===== config.mk =====
export PLATFORM = sky130hd
export DESIGN_NAME = base64_encoder_line_wrap
export DESIGN_NICKNAME = d
export VERILOG_FILES = /design/src/sv/b64lw_pkg.sv /design/src/sv/base64_encoder_line_wrap.sv
export SDC_FILE = /design/constraint.sdc
export NUM_CORES = 1
export LEC_CHECK = 0
export ABC_AREA = 1
export ABC_CLOCK_PERIOD_IN_PS = 2870
export BUFFER_PORTS_ARGS = -buffer_cell sky130_fd_sc_hd__buf_2
export CAP_MARGIN = 25
export CORE_AREA = 2 2 122 124
export CTS_BUF_LIST = sky130_fd_sc_hd__clkbuf_8
export CTS_CLUSTER_DIAMETER = 120
export DETAILED_ROUTE_END_ITERATION = 7
export DIE_AREA = 0 0 124 126
export PLACE_DENSITY_LB_ADDON = 0.3
export SLEW_MARGIN = 20
export SYNTH_ARGS = -nofsm -noshare
export SYNTH_HDL_FRONTEND = slang
export SYNTH_SLANG_ARGS = --single-unit

===== constraint.sdc =====
create_clock -name i_clk -period 2.87 [get_ports i_clk]
set_input_delay 0.574 -clock i_clk [delete_from_list [all_inputs] [get_ports i_clk]]
set_output_delay 0.574 -clock i_clk [all_outputs]
set_load 0.03 [all_outputs]

===== src/sv/b64lw_pkg.sv =====
// Shared types, constants and the alphabet lookup for the base64 line-wrap encoder.
package b64lw_pkg;

    localparam int unsigned WrapW    = 10;
    localparam int unsigned MaxChars = 5;
    localparam int unsigned PosW     = $clog2(MaxChars + 1);

    localparam logic [7:0]       LineFeed  = 8'h0a;
    localparam logic [7:0]       PadChar   = 8'h3d;
    localparam logic [WrapW-1:0] WrapReset = 10'd100;

    // input word: one raw byte and the end-of-stream flag
    typedef struct packed {
        logic [7:0] data_byte;
        logic       end_of_stream;
    } t_in_word;

    // output word: one character and the end-of-run flag
    typedef struct packed {
        logic [7:0] out_char;
        logic       last_of_run;
    } t_out_word;

    // standard alphabet: A-Z, a-z, 0-9, '+', '/'
    function automatic logic [7:0] sym(input logic [5:0] v);
        logic [7:0] ch;
        case (v) inside
            [6'd0:6'd25]:  ch = 8'h41 + {2'b00, v};
            [6'd26:6'd51]: ch = 8'h61 + {2'b00, v} - 8'd26;
            [6'd52:6'd61]: ch = 8'h30 + {2'b00, v} - 8'd52;
            6'd62:         ch = 8'h2b;
            default:       ch = 8'h2f;
        endcase
        return ch;
    endfunction

endpackage


===== src/sv/base64_encoder_line_wrap.sv =====
// Streaming base64 encoder with line feed insertion after a full line.
//
// Input channel: one raw byte per word with an end-of-stream flag
// (i_in_valid / o_in_stall). Output channel: one character per word with a
// flag on the last character caused by an input byte (o_out_valid /
// i_out_stall). The user must write the wrap width register (i_cfg_we,
// i_cfg_data) only while the block is idle; the block does not enforce it.
//
// A byte that completes a group of three, or ends the stream, loads up to
// five characters into a group buffer in the cycle it is accepted. The
// buffer drains one character per cycle into the output register while the
// output is not stalled; each character passes through the group buffer
// and then the output register. A new byte is taken in the same cycle the
// buffer's last character moves out; bytes that are only held are then
// taken one per cycle.
//
// When the receiver stalls, the output word holds and the buffer stops;
// the input stalls until the buffer can be refilled. Reset empties the
// buffer and output register, clears held bytes and the line count, and
// sets the wrap width to 100.
module base64_encoder_line_wrap (
    input  logic                      i_clk,
    input  logic                      i_rst_n,
    input  logic                      i_cfg_we,
    input  logic [9:0]                i_cfg_data,
    input  logic                      i_in_valid,
    output logic                      o_in_stall,
    input  b64lw_pkg::t_in_word       i_in_data,
    output logic                      o_out_valid,
    input  logic                      i_out_stall,
    output b64lw_pkg::t_out_word      o_out_data
);
    import b64lw_pkg::*;

    logic [WrapW-1:0] r_wrap;
    logic [15:0]      r_pend;
    logic [1:0]       r_pend_cnt;
    logic [WrapW-1:0] r_line;
    logic [7:0]       r_buf [MaxChars];
    logic [PosW-1:0]  r_len;
    logic [PosW-1:0]  r_pos;
    logic             r_out_valid;
    t_out_word        r_out;

    logic [7:0]       n_buf [MaxChars];
    logic [PosW-1:0]  n_len;
    logic [15:0]      n_pend;
    logic [1:0]       n_pend_cnt;
    logic [WrapW-1:0] n_line;
    logic [WrapW:0]   total;
    logic [7:0]       a_byte;
    logic [7:0]       b_byte;
    logic             buf_has;
    logic             out_free;
    logic             move;
    logic             last_move;
    logic             accept;

    // buffer drain and input handshake
    assign buf_has    = (r_pos != r_len);
    assign out_free   = !r_out_valid || !i_out_stall;
    assign move       = buf_has && out_free;
    assign last_move  = (r_pos + 1'b1) == r_len;
    assign o_in_stall = buf_has && !(move && last_move);
    assign accept     = i_in_valid && !o_in_stall;

    assign o_out_valid = r_out_valid;
    assign o_out_data  = r_out;

    // encode one byte into the next group and state
    always_comb begin
        a_byte     = r_pend[15:8];
        b_byte     = r_pend[7:0];
        total      = {1'b0, r_line} + (WrapW+1)'(4);
        n_pend     = r_pend;
        n_pend_cnt = r_pend_cnt;
        n_line     = r_line;
        n_len      = '0;
        for (int i = 0; i < MaxChars; i++) begin
            n_buf[i] = LineFeed;
        end
        if (r_pend_cnt[1]) begin
            // full group of three bytes
            n_buf[0] = sym(a_byte[7:2]);
            n_buf[1] = sym({a_byte[1:0], b_byte[7:4]});
            n_buf[2] = sym({b_byte[3:0], i_in_data.data_byte[7:6]});
            n_buf[3] = sym(i_in_data.data_byte[5:0]);
            if (total >= {1'b0, r_wrap}) begin
                n_len  = PosW'(5);
                n_line = '0;
            end else begin
                n_len  = PosW'(4);
                n_line = total[WrapW-1:0];
            end
            n_pend     = '0;
            n_pend_cnt = '0;
        end else if (!i_in_data.end_of_stream) begin
            // hold the byte
            n_pend     = {r_pend[7:0], i_in_data.data_byte};
            n_pend_cnt = r_pend_cnt + 2'd1;
        end else if (r_pend_cnt == 2'd0) begin
            // one final byte, two pads
            n_buf[0] = sym(i_in_data.data_byte[7:2]);
            n_buf[1] = sym({i_in_data.data_byte[1:0], 4'b0000});
            n_buf[2] = PadChar;
            n_buf[3] = PadChar;
            n_len    = PosW'(4);
        end else begin
            // two final bytes, one pad
            n_buf[0] = sym(b_byte[7:2]);
            n_buf[1] = sym({b_byte[1:0], i_in_data.data_byte[7:4]});
            n_buf[2] = sym({i_in_data.data_byte[3:0], 2'b00});
            n_buf[3] = PadChar;
            n_len    = PosW'(4);
        end
        if (i_in_data.end_of_stream) begin
            n_pend     = '0;
            n_pend_cnt = '0;
            n_line     = '0;
        end
    end

    // control state
    always_ff @(posedge i_clk) begin
        if (!i_rst_n) begin
            r_wrap      <= WrapReset;
            r_pend      <= '0;
            r_pend_cnt  <= '0;
            r_line      <= '0;
            r_len       <= '0;
            r_pos       <= '0;
            r_out_valid <= 1'b0;
        end else begin
            if (i_cfg_we) begin
                r_wrap <= i_cfg_data;
            end
            if (accept) begin
                r_pend     <= n_pend;
                r_pend_cnt <= n_pend_cnt;
                r_line     <= n_line;
                r_len      <= n_len;
                r_pos      <= '0;
            end else if (move) begin
                r_pos <= r_pos + 1'b1;
            end
            if (move) begin
                r_out_valid <= 1'b1;
            end else if (!i_out_stall) begin
                r_out_valid <= 1'b0;
            end
        end
    end

    // payload: group buffer and output word
    always_ff @(posedge i_clk) begin
        if (accept) begin
            r_buf <= n_buf;
        end
        if (move) begin
            r_out.out_char    <= r_buf[r_pos];
            r_out.last_of_run <= last_move;
        end
    end

endmodule


Word level (Yosys, flattened, before mapping)
Cells that the tools add are included.

word-level totals
  logic and storage cells = 221
  input port bits = 24
  output and inout port bits = 11
  register bits = 86

operators by class
  mux-type cells = 52
  order comparisons = 56
  bitwise logic cells = 2
  reduce and logical (&&, ||, !) cells = 40
  $add $sub $neg = 48
  equality and inequality tests = 10

operator list
  kind                                                                                  number
  8-bit two-way mux                                                                     29
  7-bit by 6-bit adder with 8-bit output (first input constant)                         18
  6-bit <= comparator (second input constant)                                           18
  32-bit two-way mux                                                                    3
  7-bit by 6-bit subtractor with 8-bit output (second input constant)                   9
  8-bit by 5-bit subtractor with 8-bit output (second input constant)                   9
  6-bit by 6-bit adder with 7-bit output (first input constant)                         9
  6-bit by 1-bit greater-or-equal comparator with 1-bit output (second input constant)  9
  6-bit by 5-bit greater-or-equal comparator with 1-bit output (second input constant)  9
  6-bit greater-or-equal comparator (second input constant)                             9
  6-bit by 5-bit <= comparator with 1-bit output (second input constant)                9
  6-bit == test (second input constant)                                                 7
  16-bit two-way mux                                                                    2
  1-bit logical AND                                                                     31
  10-bit two-way mux                                                                    3
  3-bit two-way mux                                                                     9
  8-bit binary-select mux with 3-bit select                                             1
  10-bit by 3-bit adder with 11-bit output (second input constant)                      1
  11-bit by 10-bit greater-or-equal comparator with 1-bit output                        1
  4-bit greater-or-equal comparator (second input constant)                             1
  1-bit zero test                                                                       4
  2-bit two-way mux                                                                     2
  3-bit NOT with 4-bit output                                                           1
  3-bit by 1-bit adder with 3-bit output (second input constant)                        1
  other kinds (11)                                                                      13

Logic depth before layout (Yosys ltp)
Gate-level depths: netlist (run 1).

  depth after elaboration = 9
  depth in mapped cells = 15
  gate-level depth less buffers = 14

Least setup slack after synthesis (run 1)
Ideal clock, no wire load.

  path kind = flip-flop to flip-flop
  from = register r_pos[0]
  to = register r_buf[10] (netlist bit) (enable)
  data required time = 2495 ps
  path slack = 625 ps
  arrival = 1870 ps
  buffers on the path = 2
  library setup time = 375 ps
  clock period less this slack = 2245 ps
  stages on the path, launching flop included = 10
  cells stage by stage = dfxtp_1 -> buf_6 -> inv_4 -> clkbuf_1 -> ha_1 -> nor2_4 -> nand4_2 -> nand2_4 -> nand2_4 -> inv_2

on the way
  cells in the longest elaborated chain, start to end = 7
  elaborated cells on any way between the ends = 9
  those cells by class = add/sub: 1; eq/ne: 2; reduce/logical: 6

RTL lines
  what                                                                     line                                                            text
  from (decl)                                                              base64_encoder_line_wrap.sv:41                                  logic [PosW-1:0] r_pos;
  from (signal assigned)                                                   base64_encoder_line_wrap.sv:144                                 r_pos <= r_pos + 1'b1;
  3-bit by 1-bit adder with 3-bit output or 3-bit != test (tied branches)  base64_encoder_line_wrap.sv:63, base64_encoder_line_wrap.sv:60
  3-bit == test or 1-bit logical AND (tied branches)                       base64_encoder_line_wrap.sv:63, base64_encoder_line_wrap.sv:62
  1-bit logical AND                                                        base64_encoder_line_wrap.sv:64                                  assign o_in_stall = buf_has && !(move && last_move);
  1-bit zero test                                                          base64_encoder_line_wrap.sv:64
  1-bit logical AND *                                                      base64_encoder_line_wrap.sv:64
  1-bit zero test *                                                        base64_encoder_line_wrap.sv:65                                  assign accept = i_in_valid && !o_in_stall;
  1-bit logical AND *                                                      base64_encoder_line_wrap.sv:65
  via accept                                                               base64_encoder_line_wrap.sv:57                                  logic accept;
  to (signal assigned)                                                     base64_encoder_line_wrap.sv:157                                 r_buf <= n_buf;
  to (decl)                                                                base64_encoder_line_wrap.sv:39                                  logic [7:0] r_buf [MaxChars];

The timed path passes the listed nets; every way through them passes the cells marked *.
A chain may end at the register's enable or synchronous reset.

==> results of run 1 <==
## layer usage
layer / part of all wire / routed length (µm) / up-vias / global-route usage
li1: - / - / 3902 / -
met1: 0.45 / 10500 / 3605 / 0.443
met2: 0.44 / 10300 / 337 / 0.468
met3: 0.082 / 1930 / 47 / 0.0562
met4: 0.027 / 638 / 0 / 0.102
met5: 0 / 0 / - / 0
## worst max-delay path by stage
| stage | to |
|---|---|
| finish | r_buf[16] |
| global route | r_buf[16] |
| CTS | r_buf[16] |
| detailed placement | r_buf[20] |
| global placement | r_buf[20] |
| floorplan | r_buf[10] |
## worst max-delay path: cells and delay by family (launching register included)
kind / cells / cell delay (ps)
flops: 1 / 660
simple gates: 4 / 660
compound gates: 2 / 520
fa+ha+maj: 1 / 440
buf+inv: 1 / 100
## power by group through the flow
stage	clock [mW]	combinational (mW)	sequential (mW)
2_1_floorplan	0	0.759	1.53
3_3_place_gp	0	1.12	1.51
3_5_place_dp	0	1.13	1.51
4_1_cts	0.868	1.14	1.48
5_1_grt	0.917	1.29	1.50
6_report	0.854	1.16	1.48
## stage by stage
stage / hold slack, ps / utilization / worst slack (ps)
5_1_grt: 427 / 0.579 / 95.7
3_3_place_gp: 444 / 0.565 / 200
3_5_place_dp: 455 / 0.565 / 165
6_report: 418 / 0.579 / 233
4_1_cts: 398 / 0.579 / 319
2_1_floorplan: 433 / - / 625
## cells in the mapped netlist (all sizes together)
cell type    n  area [µm²]
nand3b       5        37.5
xnor2       11        96.3
inv        147         554
a21o         2        15.0
dfxtp       42         841
edfxtp      41        1230
a21boi       1        11.3
a21oi       83         442
nand4       14        93.8
and3         2        12.5
o21bai       3        22.5
clkinv       4        20.0
o22ai       10        62.6
nand2      273        1100
o211ai      11        87.6
buf         28         191
a31oi        3        18.8
nor2       134         520
o21ai      123         646
xor2        27         236
ha          56         701
and2         1        6.26
or2          4        25.0
a221o        2        20.0
nor3        10        50.1
clkbuf      12        46.3
o311ai       1        8.76
o31ai        5        37.5
nand3      109         568
## logic make-up (layout without fill, tap and decap cells)
kind of cell / count (synthesis) / after routing
simple gates: 552 / 552
flops: 83 / 83
xor+xnor: 38 / 38
buf+inv: 191 / 229
fa+ha+maj: 56 / 56
compound gates: 244 / 244
## area by class of cell
class,count,area [µm²],area share
Clock inverter,7,68.8,0.00831
Clock buffer,9,124,0.0150
Tap cell,184,230,0.0278
Timing Repair Buffer,62,393,0.0474
Sequential cell,83,2070,0.250
Inverter,151,574,0.0693
Multi-Input combinational cell,890,4820,0.582
## sequential cells by signal, summed over array words and instances, names as in the netlist
signal,flops
r_wrap,10
r_pos,3
r_line,8
r_len,2
o_out_valid,1
r_pend_cnt,2
r_buf,32
o_out_data,9
r_pend,16
==> flow_metrics.py, run 1 <==
metrics = {
    "drt": {
        "dr.pass1.iters": 5,
        "detail-route-antenna-nets": 0,
        "wl_per_cell_um": 16.9,
        "routed_via_density": 5.69,
        "wl_um": 23400,
        "drc": 0,
        "drtIter0Drc": 913,
        "vias": 7891,
    },
    "job": {
        "drv_cap": 0,
    },
    "power": {
        "p_int_mw": 2.17,
        "seq_power_share": 0.424,
        "clkPwrFrac": 0.244,
        "p_total_mw": 3.50,
        "p_leak_nw": 3.76,
        "powerDensity_nw_per_um2": 423,
        "power_switching_share": 0.380,
        "p_switching_mw": 1.33,
        "p_comb_frac": 0.332,
        "peakVddDrop_mv": 0.221,
    },
    "yosys": {
        "synth_compound_area_frac": 0.178,
        "netlist_area_um2": 7710,
        "synth_top_family_by_area": "simple AND/OR/NAND/NOR gates",
        "synth_xor_xnor_area_share": 0.0432,
        "syn_avg_cell_area_um2": 6.62,
        "synth_seq_cells": 83,
        "ys_seq_area_frac": 0.269,
        "yosys.area_share.simple": 0.314,
        "syn_inst": 1164,
        "synth-adder-area-share": 0.0909,
        "synth_nets": 1244,
        "yosys_warnings": 0,
        "synthDistinctLibCells": 50,
        "synthMuxAreaShare": 0,
    },
    "grt": {
        "grt_usage": 0.309,
        "grt_overflow": 0,
        "grt_pass1_vias": 7395,
        "grt_pass1_wl_um": 37800,
        "grt_max_degree": 22,
        "antenna_found_initial": 0,
    },
    "die": {
        "dieArea_um2": 15600,
        "ios": 35,
        "fp-row-count": 44,
        "die_w_um": 124,
        "die_h_um": 126,
        "initial_utilization": 0.538,
        "core_area_um2": 14300,
    },
    "worst_setup_path": {
        "r2r_start": "r_pend[3]",
        "crit_path_end_kind": "flop",
        "criticalPathCategory": "flop to flop",
        "start_kind": "flop",
        "cpMostUsedCell": "nand2_1",
        "cp_max_fo": 11,
        "crit_required_ps": 2980,
        "reg2reg_slack_ps": 230,
        "worstPathArrival_ps": 2750,
        "r2r_end": "r_buf[16]",
        "r2r_cells": 8,
        "cpPeakStageDelay_ps": 660,
        "startpoint": "r_pend[3]",
        "path_cells": "ha_1 -> inv_2 -> nor2_1 -> o21ai_1 -> nand2_1 -> nand2_1 -> o31ai_1 -> nand2_1",
        "critPathSlowestCell": "dfxtp_1",
    },
    "placement": {
        "portBuffers": 34,
        "gp_congestion": 1.07,
        "place_hpwl_um": 18100,
        "placedCellCount": 1370,
        "place_area_um2": 8090,
    },
    "clocking": {
        "h-tree-depth": 3,
        "cts.clk_slew.worst_paths_ps": 90,
        "cts-root-buf": "clkbuf_8",
        "cts_buffers": 9,
        "postCtsHoldBufs": 0,
        "cts_tree": "built",
        "clkLatencyLatePin_ps": 370,
        "clock-sinks": 83,
        "post_cts_buffers": 0,
        "cts_resized": 0,
        "clockBufferDepth": 2,
    },
    "timing": {
        "clock_skew_ps": 9.26,
        "fmax_mhz": 379,
        "fin_crit_sh": 0.919,
        "max-slew-margin-rel": 0.648,
        "post-route-min-period_ps": 2640,
        "rsz0062_at_grt": "no",
        "final-hold-violation-count": 0,
        "slew_viol_final": 0,
        "tns_ps": 0,
        "worst_slew_pin_slew_ps": 527,
        "finalSetupViolations": 0,
    },
    "cells_and_area": {
        "layout_commonest_cell": "nand2_1",
        "final_cell_mix": "nand2_1, nor2_1, inv_1, nand3_1",
        "fillerInstances": 1459,
        "area_growth_pct": 7.50,
        "diodes": 0,
        "final_cells": 1386,
        "design_area_um2": 8290,
        "fin_nets": 1277,
        "drive_above_1_share": 0.122,
    },
    "hold_path": {
        "hold_path.class": "primary input to flop",
        "hold_path_depth": 3,
        "hold_start": "i_cfg_data[6]",
        "hold_path_end": "r_wrap[6]",
    },
    "run_status": {
        "outcome": "finished clean",
    },
}
Power figures use the tool's default switching activity.
==> run 2, diff against run 1 <==
==> constraint.sdc (replaced) <==
create_clock -name i_clk -period 2.87 [get_ports i_clk]
set_input_delay 0.287 -clock i_clk [delete_from_list [all_inputs] [get_ports i_clk]]
set_output_delay 0.287 -clock i_clk [all_outputs]
set_load 0.03 [all_outputs]
==> flow_metrics.py, run 2 (synthesized netlist as in run 1, its figures left out) <==
metrics = {
    "grt": {
        "grt_usage": 0.311,
        "grt_overflow": 0,
        "grt_pass1_vias": 7282,
        "grt_pass1_wl_um": 38000,
        "grt_max_degree": 28,
        "antenna_found_initial": 0,
    },
    "timing": {
        "final-hold-violation-count": 0,
        "clock_skew_ps": 19.9,
        "finalSetupViolations": 0,
        "worst_slew_pin_slew_ps": 682,
        "max-slew-margin-rel": 0.544,
        "fin_crit_sh": 0.911,
        "slew_viol_final": 0,
        "tns_ps": 0,
        "fmax_mhz": 382,
        "post-route-min-period_ps": 2620,
        "fin_ws_ps": 254,
        "rsz0062_at_grt": "no",
    },
    "drt": {
        "drc": 0,
        "vias": 7994,
        "detail-route-antenna-nets": 0,
        "wl_um": 23500,
        "routed_via_density": 5.79,
        "wl_per_cell_um": 17.0,
        "dr.pass1.iters": 6,
        "drtIter0Drc": 962,
    },
    "worst_setup_path": {
        "start_kind": "flop",
        "cpPeakStageDelay_ps": 510,
        "crit_path_end_kind": "flop",
        "worstPathArrival_ps": 2850,
        "crit_required_ps": 3110,
        "path_cells": "inv_1 -> ha_1 -> a21oi_2 -> inv_1 -> o21ai_1 -> nand2_1 -> inv_1 -> nand3_1 -> o211ai_1 -> nand2_1 -> nand2_1",
        "criticalPathCategory": "flop to flop",
        "r2r_start": "r_pend[3]",
        "startpoint": "r_pend[3]",
        "cp_max_fo": 10,
        "critPathSlowestCell": "dfxtp_1",
    },
    "die": {
        "ios": 35,
        "initial_utilization": 0.538,
        "die_h_um": 126,
        "dieArea_um2": 15600,
        "core_area_um2": 14300,
        "die_w_um": 124,
        "fp-row-count": 44,
    },
    "cells_and_area": {
        "multi_input_area_um2": 4820,
        "layout_commonest_cell": "nand2_1",
        "area_growth_pct": 7.11,
        "regMostFlops": "r_buf",
        "seq_area_um2": 2070,
        "fillerInstances": 1454,
        "final_cell_mix": "nand2_1, nor2_1, inv_1, nand3_1",
        "layout_top_registers": "r_buf (32), r_pend (16), r_wrap (10)",
        "fin_nets": 1272,
        "largest_register_ffs": 32,
        "drive_above_1_share": 0.120,
        "diodes": 0,
    },
    "clocking": {
        "cts-root-buf": "clkbuf_8",
        "h-tree-depth": 3,
        "clock-sinks": 83,
        "cts_tree": "built",
        "cts.clk_slew.worst_paths_ps": 110,
        "cts_resized": 0,
        "postCtsHoldBufs": 0,
        "clockBufferDepth": 2,
        "clkLatencyLatePin_ps": 390,
        "post_cts_buffers": 0,
        "cts_buffers": 9,
    },
    "placement": {
        "gp_congestion": 1.05,
        "portBuffers": 34,
        "place_hpwl_um": 17800,
        "dp_worst_setup_slack_ps": 283,
    },
    "power": {
        "peakVddDrop_mv": 0.219,
        "p_leak_nw": 3.74,
        "clkPwrFrac": 0.250,
        "powerDensity_nw_per_um2": 427,
        "p_switching_mw": 1.35,
        "power_switching_share": 0.382,
        "seq_power_share": 0.420,
        "p_int_mw": 2.18,
        "p_comb_frac": 0.330,
    },
    "hold_path": {
        "hold_path.class": "primary input to flop",
        "hold_start": "i_cfg_data[2]",
    },
    "run_status": {
        "outcome": "finished clean",
    },
    "job": {
        "drv_cap": 0,
    },
}
run 2: power groups by stage:
stage                     clock network [mW]  logic [mW]  registers (mW)
after floorplan                            0       0.759            1.53
after global placement                     0        1.12            1.50
after detailed placement                   0        1.13            1.51
after CTS                              0.891        1.14            1.48
after global routing                   0.936        1.28            1.49
final                                  0.880        1.16            1.48
run 2: stage by stage:
stage | hold slack (ps) | total power [mW] | std cells | utilization | area [µm²]
after floorplan | 398 | 2.29 | 1164 | - | 7710
after global placement | 444 | 2.62 | 1365 | 0.563 | 8060
after detailed placement | 456 | 2.64 | 1365 | 0.563 | 8060
after CTS | 126 | 3.51 | 1381 | 0.577 | 8260
after global routing | 154 | 3.71 | 1381 | 0.577 | 8260
final | 133 | 3.52 | 1381 | 0.577 | 8260
run 2: worst max-delay path: cells and delay by family (launching register included):
family | cells | cell delay, ps
flip-flops | 1 | 510
AO/OA/AOI/OAI | 3 | 420
buffers and inverters | 3 | 600
AND/OR/NAND/NOR | 4 | 620
adder cells (fa/ha/maj) | 1 | 310
run 2: path summary, 6_finish.rpt:
path	slack (ps)	endpoint	cells after the start
worst max-delay path	250	r_buf[21]	11
worst min-delay path	130	r_wrap[2]	3
worst max register to register	250	r_buf[21]	11
worst min register to register	470	r_wrap[1]	2
run 2: layer usage:
layer	up-vias	GRT usage	routed length [µm]
met3	54	0.0765	2520
li1	3896	-	-
met1	3636	0.449	10100
met4	0	0.0760	530
met2	408	0.466	10300
met5	-	0	0
run 2: final cells by class:
type,instances,area share
multi-input cells,890,0.584
flip-flops and latches,83,0.251
inverters,151,0.0696
repair buffers,57,0.0430
well taps,184,0.0279
clock buffers,9,0.0150
clock inverters,7,0.00925
